File: src/tlht_pkg.sv
// Package: shared types, widths and codes of the task lease heartbeat table.
package tlht_pkg;

  localparam int KeyBits     = 32;
  localparam int HbBits      = 16;
  localparam int EntriesDef  = 64;

  localparam logic [2:0] KIND_RECORD = 3'd0;
  localparam logic [2:0] KIND_TICK   = 3'd1;
  localparam logic [2:0] KIND_SWEEP  = 3'd2;
  localparam logic [2:0] KIND_CLAIM  = 3'd3;
  localparam logic [2:0] KIND_TAKE   = 3'd4;
  localparam logic [2:0] KIND_CHECK  = 3'd5;

  localparam logic [1:0] ST_BEGIN    = 2'd0;
  localparam logic [1:0] ST_PROGRESS = 2'd1;
  localparam logic [1:0] ST_COMPLETE = 2'd2;
  localparam logic [1:0] ST_DEAD     = 2'd3;

  localparam logic [15:0] ThresholdRst = 16'd50;

  typedef struct packed {
    logic [2:0]         kind;
    logic [KeyBits-1:0] task_key;
    logic [15:0]        owner_id;
    logic [15:0]        generation;
    logic [1:0]         record_status;
  } req_t;

  typedef struct packed {
    logic               granted;
    logic               dead_found;
    logic [KeyBits-1:0] dead_key;
    logic [15:0]        dead_generation;
    logic               table_full;
  } rsp_t;

  typedef struct packed {
    logic               valid;
    logic [KeyBits-1:0] key;
    logic [15:0]        owner;
    logic [15:0]        gen;
    logic [1:0]         status;
    logic [HbBits-1:0]  hb;
    logic               dmark;
    logic [15:0]        dgen;
  } entry_t;

endpackage

File: src/tlht_cell.sv
// One table entry of the rotating ring; takes its neighbor's entry when shifting.
module tlht_cell (
  input  logic            clk_i,
  input  logic            rst_ni,
  input  logic            shift_i,
  input  tlht_pkg::entry_t d_i,
  output tlht_pkg::entry_t q_o
);
  import tlht_pkg::*;

  logic   valid_q, dmark_q;
  entry_t data_q;

  always_ff @(posedge clk_i or negedge rst_ni) begin
    if (!rst_ni) begin
      valid_q <= 1'b0;
      dmark_q <= 1'b0;
    end else if (shift_i) begin
      valid_q <= d_i.valid;
      dmark_q <= d_i.dmark;
    end
  end

  always_ff @(posedge clk_i) begin
    if (shift_i) begin
      data_q <= d_i;
    end
  end

  always_comb begin
    q_o       = data_q;
    q_o.valid = valid_q;
    q_o.dmark = dmark_q;
  end

endmodule

File: src/tlht_ctrl.sv
// Sequencer: scans the ring, then updates it entry by entry and forms the response.
module tlht_ctrl #(
  parameter int Entries = tlht_pkg::EntriesDef
) (
  input  logic             clk_i,
  input  logic             rst_ni,
  input  logic             in_valid_i,
  output logic             in_stall_o,
  input  tlht_pkg::req_t   in_req_i,
  output logic             out_valid_o,
  input  logic             out_stall_i,
  output tlht_pkg::rsp_t   out_rsp_o,
  input  logic             cfg_valid_i,
  output logic             cfg_ready_o,
  input  logic [15:0]      cfg_data_i,
  input  tlht_pkg::entry_t head_i,
  output tlht_pkg::entry_t head_o,
  output logic             shift_o
);
  import tlht_pkg::*;

  localparam int IdxW = (Entries > 1) ? $clog2(Entries) : 1;
  localparam logic [IdxW-1:0] LastIdx = IdxW'(Entries - 1);

  localparam logic [1:0] S_IDLE  = 2'd0;
  localparam logic [1:0] S_SCAN  = 2'd1;
  localparam logic [1:0] S_APPLY = 2'd2;
  localparam logic [1:0] S_DONE  = 2'd3;

  logic [1:0]      state_q, state_d;
  logic [IdxW-1:0] cnt_q, cnt_d;
  req_t            req_q;
  logic [15:0]     thr_q;
  logic            fnd_q, fre_q, bst_q;
  logic [IdxW-1:0] fidx_q, fridx_q, bidx_q;
  logic [15:0]     fgen_q, fown_q, bgen_q;
  logic [1:0]      fst_q;
  logic [KeyBits-1:0] bkey_q;
  rsp_t            res_q, out_q;
  logic            out_valid_q;

  logic            do_begin, hit_ok, claim_ok, out_free;
  logic [IdxW-1:0] tgt;
  rsp_t            res_d;

  assign cfg_ready_o = 1'b1;
  assign in_stall_o  = (state_q != S_IDLE);
  assign shift_o     = (state_q == S_SCAN) || (state_q == S_APPLY);
  assign out_valid_o = out_valid_q;
  assign out_rsp_o   = out_q;
  assign out_free    = !out_valid_q || !out_stall_i;

  assign do_begin = (req_q.record_status == ST_BEGIN) &&
                    (!fnd_q || (fgen_q < req_q.generation));
  assign hit_ok   = fnd_q || (do_begin && fre_q);
  assign tgt      = fnd_q ? fidx_q : fridx_q;
  assign claim_ok = fnd_q && (fown_q == req_q.owner_id) && (fst_q == ST_BEGIN) &&
                    (fgen_q == req_q.generation);

  always_comb begin
    res_d = '0;
    case (req_q.kind)
      KIND_RECORD: res_d.table_full = (req_q.record_status == ST_BEGIN) && !fnd_q && !fre_q;
      KIND_CLAIM:  res_d.granted = claim_ok;
      KIND_TAKE: begin
        res_d.dead_found = bst_q;
        res_d.dead_key   = bst_q ? bkey_q : '0;
        res_d.dead_generation = bst_q ? bgen_q : '0;
      end
      KIND_CHECK:  res_d.granted = do_begin;
      default:     res_d = '0;
    endcase
  end

  always_comb begin
    head_o = head_i;
    if (state_q == S_APPLY) begin
      case (req_q.kind)
        KIND_RECORD: begin
          if (cnt_q == tgt && hit_ok) begin
            if (do_begin) begin
              head_o.valid  = 1'b1;
              head_o.key    = req_q.task_key;
              head_o.owner  = req_q.owner_id;
              head_o.gen    = req_q.generation;
              head_o.status = ST_BEGIN;
              head_o.hb     = '0;
              head_o.dmark  = 1'b0;
            end
            if (head_o.owner == req_q.owner_id && head_o.gen == req_q.generation) begin
              if (req_q.record_status == ST_PROGRESS) begin
                head_o.hb = '0;
              end else if (req_q.record_status == ST_COMPLETE) begin
                head_o.status = ST_COMPLETE;
              end
              head_o.dmark = 1'b0;
            end
          end
        end
        KIND_TICK: begin
          if (head_i.valid && head_i.hb != {HbBits{1'b1}}) begin
            head_o.hb = head_i.hb + 1'b1;
          end
        end
        KIND_SWEEP: begin
          if (head_i.valid && (HbBits'(head_i.hb) >= HbBits'(thr_q)) &&
              head_i.status != ST_COMPLETE && head_i.status != ST_DEAD) begin
            head_o.dmark  = 1'b1;
            head_o.dgen   = head_i.gen;
            head_o.status = ST_DEAD;
          end
        end
        KIND_CLAIM: begin
          if (cnt_q == fidx_q && claim_ok) begin
            head_o.status = ST_PROGRESS;
          end
        end
        KIND_TAKE: begin
          if (cnt_q == bidx_q && bst_q) begin
            head_o.dmark = 1'b0;
          end
        end
        default: head_o = head_i;
      endcase
    end
  end

  always_comb begin
    state_d = state_q;
    cnt_d   = cnt_q;
    unique case (state_q)
      S_IDLE: begin
        if (in_valid_i) begin
          state_d = S_SCAN;
        end
      end
      S_SCAN: begin
        cnt_d = cnt_q + 1'b1;
        if (cnt_q == LastIdx) begin
          cnt_d   = '0;
          state_d = S_APPLY;
        end
      end
      S_APPLY: begin
        cnt_d = cnt_q + 1'b1;
        if (cnt_q == LastIdx) begin
          cnt_d   = '0;
          state_d = S_DONE;
        end
      end
      S_DONE: begin
        if (out_free) begin
          state_d = S_IDLE;
        end
      end
      default: state_d = S_IDLE;
    endcase
  end

  always_ff @(posedge clk_i or negedge rst_ni) begin
    if (!rst_ni) begin
      state_q     <= S_IDLE;
      cnt_q       <= '0;
      thr_q       <= ThresholdRst;
      out_valid_q <= 1'b0;
    end else begin
      state_q <= state_d;
      cnt_q   <= cnt_d;
      if (cfg_valid_i) begin
        thr_q <= cfg_data_i;
      end
      if (state_q == S_DONE && out_free) begin
        out_valid_q <= 1'b1;
      end else if (!out_stall_i) begin
        out_valid_q <= 1'b0;
      end
    end
  end

  always_ff @(posedge clk_i) begin
    if (state_q == S_IDLE && in_valid_i) begin
      req_q <= in_req_i;
      fnd_q <= 1'b0;
      fre_q <= 1'b0;
      bst_q <= 1'b0;
    end
    if (state_q == S_SCAN) begin
      if (!fnd_q && head_i.valid && head_i.key == req_q.task_key) begin
        fnd_q  <= 1'b1;
        fidx_q <= cnt_q;
        fgen_q <= head_i.gen;
        fown_q <= head_i.owner;
        fst_q  <= head_i.status;
      end
      if (!fre_q && !head_i.valid) begin
        fre_q   <= 1'b1;
        fridx_q <= cnt_q;
      end
      if (head_i.valid && head_i.dmark && (!bst_q || head_i.key < bkey_q)) begin
        bst_q  <= 1'b1;
        bidx_q <= cnt_q;
        bkey_q <= head_i.key;
        bgen_q <= head_i.dgen;
      end
    end
    if (state_q == S_APPLY && cnt_q == LastIdx) begin
      res_q <= res_d;
    end
    if (state_q == S_DONE && out_free) begin
      out_q <= res_q;
    end
  end

`ifndef SYNTHESIS
  a_cnt_idle: assert property (@(posedge clk_i) disable iff (!rst_ni)
    (state_q == S_IDLE || state_q == S_DONE) |-> cnt_q == '0)
    else $error("counter not at zero outside a pass");
  a_scan_to_apply: assert property (@(posedge clk_i) disable iff (!rst_ni)
    (state_q == S_SCAN && cnt_q == LastIdx) |=> state_q == S_APPLY)
    else $error("scan did not hand over to update pass");
  a_full_record: assert property (@(posedge clk_i) disable iff (!rst_ni)
    (out_valid_q && out_q.table_full) |-> !out_q.granted && !out_q.dead_found)
    else $error("full flag mixed with other results");
  a_out_hold: assert property (@(posedge clk_i) disable iff (!rst_ni)
    (state_q == S_DONE && !out_free) |=> state_q == S_DONE)
    else $error("result dropped while output busy");
`endif

endmodule

File: src/task_lease_heartbeat_table_top.sv
// Top level: task lease heartbeat table built as a rotating ring of entry cells.
//
// Usage:
//   Input channel (in_valid_i / in_stall_o / in_req_i) carries one request:
//   record, tick, sweep, claim, take dead or append check. Each request gives
//   exactly one response on the output channel (out_valid_o / out_stall_i /
//   out_rsp_o). The threshold register is written through cfg_valid_i /
//   cfg_ready_o / cfg_data_i; the user must write it only while no request
//   is in flight, and the block itself does not enforce this. The table
//   entries sit in a ring of Entries cells that rotates by one cell per
//   cycle while a request is scanned or updated. A request takes one full
//   turn to scan (lookup, free entry, smallest dead key) and one more turn
//   to update before its response is formed; one request is in work at a
//   time.
//   A finished response waits in an output register while the receiver
//   stalls; the next request is accepted meanwhile, and its response is
//   held inside until the output register frees up.
//   Reset clears all valid and dead marks, restores the threshold to 50 and
//   drops any request in work.
module task_lease_heartbeat_table_top #(
  parameter int Entries = tlht_pkg::EntriesDef
) (
  input  logic           clk_i,
  input  logic           rst_ni,
  input  logic           in_valid_i,
  output logic           in_stall_o,
  input  tlht_pkg::req_t in_req_i,
  output logic           out_valid_o,
  input  logic           out_stall_i,
  output tlht_pkg::rsp_t out_rsp_o,
  input  logic           cfg_valid_i,
  output logic           cfg_ready_o,
  input  logic [15:0]    cfg_data_i
);
  import tlht_pkg::*;

  entry_t cell_q [Entries];
  entry_t head_next;
  logic   shift;

  tlht_ctrl #(.Entries(Entries)) u_ctrl (
    .clk_i       (clk_i),
    .rst_ni      (rst_ni),
    .in_valid_i  (in_valid_i),
    .in_stall_o  (in_stall_o),
    .in_req_i    (in_req_i),
    .out_valid_o (out_valid_o),
    .out_stall_i (out_stall_i),
    .out_rsp_o   (out_rsp_o),
    .cfg_valid_i (cfg_valid_i),
    .cfg_ready_o (cfg_ready_o),
    .cfg_data_i  (cfg_data_i),
    .head_i      (cell_q[0]),
    .head_o      (head_next),
    .shift_o     (shift)
  );

  for (genvar i = 0; i < Entries; i++) begin : g_cell
    entry_t d;
    if (i == Entries - 1) begin : g_tail
      assign d = head_next;
    end else begin : g_mid
      assign d = cell_q[i+1];
    end
    tlht_cell u_cell (
      .clk_i   (clk_i),
      .rst_ni  (rst_ni),
      .shift_i (shift),
      .d_i     (d),
      .q_o     (cell_q[i])
    );
  end

endmodule

File: config.mk
export PLATFORM = sky130hd
export DESIGN_NAME = task_lease_heartbeat_table_top
export DESIGN_NICKNAME = d
export VERILOG_FILES = /design/src/tlht_pkg.sv /design/src/tlht_cell.sv /design/src/tlht_ctrl.sv /design/src/task_lease_heartbeat_table_top.sv
export SDC_FILE = /design/constraint.sdc
export NUM_CORES = 2
export LEC_CHECK = 0
export ABC_AREA = 1
export BUFFER_PORTS_ARGS = -buffer_cell sky130_fd_sc_hd__buf_2
export CORE_ASPECT_RATIO = 1.2
export CORE_MARGIN = 2
export CORE_UTILIZATION = 40
export DETAILED_ROUTE_END_ITERATION = 6
export MAX_ROUTING_LAYER = met4
export SYNTH_ARGS = -nofsm -noshare
export SYNTH_HDL_FRONTEND = slang
export SYNTH_HIERARCHICAL = 1
export SYNTH_SLANG_ARGS = --single-unit
File: constraint.sdc
create_clock -name clk_i -period 143 [get_ports clk_i]
set_input_delay 21.45 -clock clk_i [delete_from_list [all_inputs] [get_ports clk_i]]
set_output_delay 21.45 -clock clk_i [all_outputs]
set_load 0.02 [all_outputs]
* Yosys cells after proc, flatten, opt, wreduce, memory -nomap -nowiden
Cells that the tools add are included.
** Storage, ports and cells
- Register bits :: 6699
- Word-level logic and storage cells :: 658
- Bits of input ports :: 90
- Output and inout bits :: 54
** Operators by class
- Reduce and logical (&&, ||, !) cells :: 45
- Multiplexer cells :: 39
- Order comparisons :: 3
- Equality and inequality tests :: 27
- $add $sub $neg :: 2
** Operator list (number)
- 84-bit 2-to-1 mux :: 5
- 100-bit 2-to-1 mux :: 1
- 65-bit 2-to-1 mux :: 1
- 16-bit == test :: 4
- 16-bit 2-to-1 mux :: 3
- 32-bit == test :: 1
- 32-bit less-than comparator :: 1
- 16-bit one-hot mux with 2 select lines :: 1
- 1-bit logical AND :: 23
- 19-bit 2-to-1 mux :: 1
- 6-bit == test :: 3
- 17-bit 2-to-1 mux :: 1
- 16-bit by 1-bit adder with 16-bit output, second input constant :: 1
- 16-bit >= comparator :: 1
- 16-bit less-than comparator :: 1
- 2-bit 2-to-1 mux :: 8
- 16-bit inequality test, second input constant :: 1
- 1-bit 2-to-1 mux :: 12
- 6-bit 2-to-1 mux :: 2
- 2-bit inequality test, second input constant :: 5
- 2-bit one-hot mux with 4 select lines :: 1
- 2-bit AND reduction :: 4
- 6-bit by 1-bit adder with 6-bit output, second input constant :: 1
- 2-bit == test, second input constant :: 3
- 16 further kinds :: 31

* Depth between registers and ports, before layout
- Depth after elaboration :: 15
- Gate-level depth with buffers :: 21

* Modules after synthesis
The synthesis kept the hierarchy.
** Modules (own cells, without submodules)
- tlht_cell :: cells each 109, area each 3034.2 um^2, seq. area each 2992.9 um^2, times used 64
- tlht_ctrl :: cells each 1449, area each 14794.2 um^2, seq. area each 8827.2 um^2, times used 1

* Worst setup path after synthesis
No wires, ideal clock.
- Path type :: reg2reg
- From :: register u_ctrl.state_q[0]
- To :: register g_cell[0].u_cell.dmark_q
- Cell stages (with the launch flop) :: 6
- Period minus slack after synthesis :: 137175 ps
- Path buffers :: 0
- Required time :: 142582 ps
- Setup slack :: 5825 ps
- Arrival :: 136757 ps
- Cells stage by stage :: dfrtp_1 -> inv_1 -> ha_1 -> inv_1 -> nand2_1 -> nand2_1
** Between the ends
- Cells in the longest elaborated chain, start to end :: 2
** RTL lines
- from (decl) :: line tlht_ctrl.sv:30 : logic [1:0] state_q, state_d;
- from (signal assigned) :: line tlht_ctrl.sv:167 : state_q <= state_d;
- 2-bit by 1-bit == test with 1-bit output / 2-bit == test (equally long branches) :: line tlht_ctrl.sv:48 : assign shift_o = (state_q == S_SCAN) || (state_q == S_APPLY);
- 1-bit logical OR * :: line tlht_ctrl.sv:48
- named net shift :: line task_lease_heartbeat_table_top.sv:39 : logic shift;
- to (signal assigned) :: line tlht_cell.sv:20 : dmark_q <= d_i.dmark;
- to (decl) :: line tlht_cell.sv:11 : logic valid_q, dmark_q;
Mark *: on every way through the listed nets, which the timed path passes. The rest lies on a longest branch.
A chain may end at the register's enable or synchronous reset.

* Worst setup path after layout
- From :: register u_ctrl.state_q[0]
- To :: output port in_stall_o
** Between the ends
- Cells in the longest elaborated chain, start to end :: 1
** RTL lines
- 2-bit nonzero test :: line tlht_ctrl.sv:47 : assign in_stall_o = (state_q != S_IDLE);
- to (decl) :: line task_lease_heartbeat_table_top.sv:26 : output logic in_stall_o,
Every way passes these cells.

==> flow_summary.yaml <==
run_status:
  outcome: "complete, but fails checks"
  violations: "design-rule violations"
grt:
  grt_max_degree: 223
  antenna_found_initial: 13
  grt_pass1_wl_mm: 447.2
  grt_pass1_vias: 74627
  gr-usage-all-layers: 0.1096
  gr-total-overflow: 0
setup_path:
  crit_start: "u_ctrl/state_q[0]$_DFFE_PN0P_"
  critical_path_class: "flop to output pin"
  required_ns: 121.55
  path_max_fanout: 4
  regToRegSetupSlack_ns: 134.56
  crit_path_start_kind: "flop"
  crit_end: "in_stall_o"
  end_kind: "output pin"
  crit_arrival_ns: 1.98
  r2r_cells: 10
  r2r_end: "g_cell[30].u_cell/q_o[66]$_DFFE_PP_"
  r2r_start: "u_ctrl/state_q[0]$_DFFE_PN0P_"
clocking:
  htree_levels: 6
  clk_pin_slew_ns: 0.07
  cts_buffers: 627
  cts_root_buf: "clkbuf_16"
  holdBufCountCts: 0
  cts_resized: 0
  tritoncts: "built"
  clk_latency_ns: 1.07
  clock_path_buffers: 4
  cts.sinks: 6699
  cts_setup_buffers: 0
drt:
  drtIter0Drc: 7845
  wire_per_inst_um: 17.50
  route.detailed.drc: 44
  first_pass_iters: 7
  vias: 74813
  viasPerCell: 4.539
  routed_wirelength_mm: 288.5
  ant_nets: 0
placement:
  routabilityCongestion: 0.7950
  dpl.hpwl_mm: 145.6
  io_buffers: 142
timing:
  finClkSkew_ns: 0.06345
  slew_headroom: 0.1605
  period_minus_slack_ns: 23.43
  max_freq_ghz: 0.04268
  maxSlewViolCount: 0
  tightest_slew_ns: 1.259
  finalSetupViolations: 0
  hold_violations: 0
  finalSetupTns_ns: 0
  rsz0062_at_grt: "false"
  period_share: 0.1638
synthesis:
  synth_area_leaders: "edfxtp_1 (94%), dfrtp_1 (1.8%), nand2_1 (1.3%)"
  synth_cell_types: 46
  yosysTopAreaCellShare: 0.9402
  synth-seq-cells: 6699
  ys.flop_type: "edfxtp_1"
  synth_top_area_cell: "edfxtp_1"
  synth_edf_count: 6543
  synth_common_cells: "edfxtp_1 (6543), nand2_1 (701), inv_1 (317)"
  synth_area_sq_um: 209000
  avgSynthCellArea_sq_um: 24.80
  ys.warnings.count: 6
  yosysMostFrequentCell: "edfxtp_1"
  async_flop_share: 0.02284
  syn_nets: 8585
  syn_inst: 8425
  synth_seq_area_share: 0.9588
floorplan:
  die_x_um: 663.8
  die_area_sq_um: 528300
  fp.dieH_um: 795.8
  rows: 290
  start_util: 0.4019
  core_sq_um: 520000
  ios: 144
cells_and_area:
  fill_cells: 41951
  layout-drive-gt1-share: 0.1185
  area_delta_synth_final_pct: 13.89
  num-nets-final: 9272
min_path:
  min_from: "g_cell[62].u_cell/q_o[95]$_DFFE_PP_"
  hold_class: "flop to flop"
flow_run:
  maxCapViolations: 0
[flip-flops by register name (all words and copies together) (netlist names)]
| register | count |
|---|---|
| u_ctrl/cnt_q | 6 |
| g_cell.u_cell/q_o | 6272 |
| g_cell.u_cell/valid_q | 64 |
| u_ctrl/fgen_q | 16 |
| u_ctrl/res_q | 51 |
| u_ctrl/fridx_q | 6 |
| u_ctrl/req_q | 69 |
| u_ctrl/thr_q | 16 |
| g_cell.u_cell/dmark_q | 64 |
| u_ctrl/fst_q | 2 |
| u_ctrl/fre_q | 1 |
| u_ctrl/fidx_q | 6 |
| u_ctrl/bst_q | 1 |
| u_ctrl/bidx_q | 6 |
| u_ctrl/bkey_q | 32 |
| u_ctrl/out_rsp_o | 51 |
| u_ctrl/fown_q | 16 |
| u_ctrl/state_q | 2 |
| u_ctrl/out_valid_o | 1 |
| u_ctrl/fnd_q | 1 |
| u_ctrl/bgen_q | 16 |
[cells by family after synthesis]
family	count (synthesis)	share of synthesized area
compound gates	219	0.005730
xor+xnor	43	0.001802
fa+ha+maj	70	0.004191
buf+inv	481	0.01136
flops	6699	0.9588
mux	17	0.001203
other cells	1	0.00001794
simple gates	895	0.01689
[worst max-delay path, stage by stage, from the launching register on]
cell	delay [ns]
dfrtp_1	0.40
inv_1	0.16
ha_4	0.16
inv_1	0.05
buf_2	0.16
[worst min path at each step]
stage,depth (start not counted),slack (ns),to
3_5_place_dp,0,0.40,g_cell[0].u_cell/q_o[20]$_DFFE_PP_
3_3_place_gp,0,0.40,g_cell[2].u_cell/q_o[21]$_DFFE_PP_
6_report,0,0.37,g_cell[61].u_cell/q_o[95]$_DFFE_PP_
5_1_grt,0,0.39,g_cell[5].u_cell/q_o[86]$_DFFE_PP_
2_1_floorplan,0,0.40,g_cell[0].u_cell/q_o[0]$_DFFE_PP_
4_1_cts,0,0.38,g_cell[14].u_cell/q_o[72]$_DFFE_PP_
[placed cells by master (no fill, tap or decap), drive strengths merged, types with 4 or more instances in the layout]
| cell type | instances |
|---|---|
| nand3 | 30 |
| nand2 | 703 |
| clkinv | 284 |
| nor3 | 15 |
| bufinv | 45 |
| o22ai | 17 |
| clkinvlp | 21 |
| dfrtp | 150 |
| ha | 70 |
| nand4 | 19 |
| nor4 | 6 |
| xor2 | 25 |
| o21ai | 133 |
| inv | 349 |
| edfxtp | 6543 |
| o211ai | 6 |
| diode | 4 |
| or2 | 6 |
| clkbuf | 753 |
| xnor2 | 18 |
| mux2 | 17 |
| a21oi | 49 |
| buf | 219 |
| nor2 | 113 |
[per-layer routing]
layer / GRT usage / part of all wire
met1: 0.1648 / 0.49
met2: 0.1500 / 0.43
met3: 0.02046 / 0.049
met4: 0.03759 / 0.031
met5: - / 0
[per-stage QoR]
stage	worst slack, ns	cell area, sq um	hold slack, ns	util	instances
after floorplan	5.825	209000	0.4003	-	8425
after global placement	119.33	217900	0.4006	0.4190	15345
after detailed placement	119.23	217900	0.4045	0.4190	15345
after CTS	119.44	238000	0.3834	0.4577	16477
after global routing	119.43	238000	0.3911	0.4577	16479
final	119.57	238000	0.3733	0.4577	16481
[final cells by class]
type	count	area [sq um]	share of cell area
Inverter	320	1204	0.005057
Tap cell	6862	8586	0.03607
Timing Repair Buffer	219	1445	0.006072
Antenna cell	4	10.01	0.00004206
Multi-Input combinational cell	1245	6284	0.02640
Sequential cell	6699	200400	0.8419
Clock buffer	753	16490	0.06927
Clock inverter	379	3621	0.01521
Power is left out: the tool's default activity adds up to more than one toggle a clock period on the data nets, which glitch-free logic cannot reach.
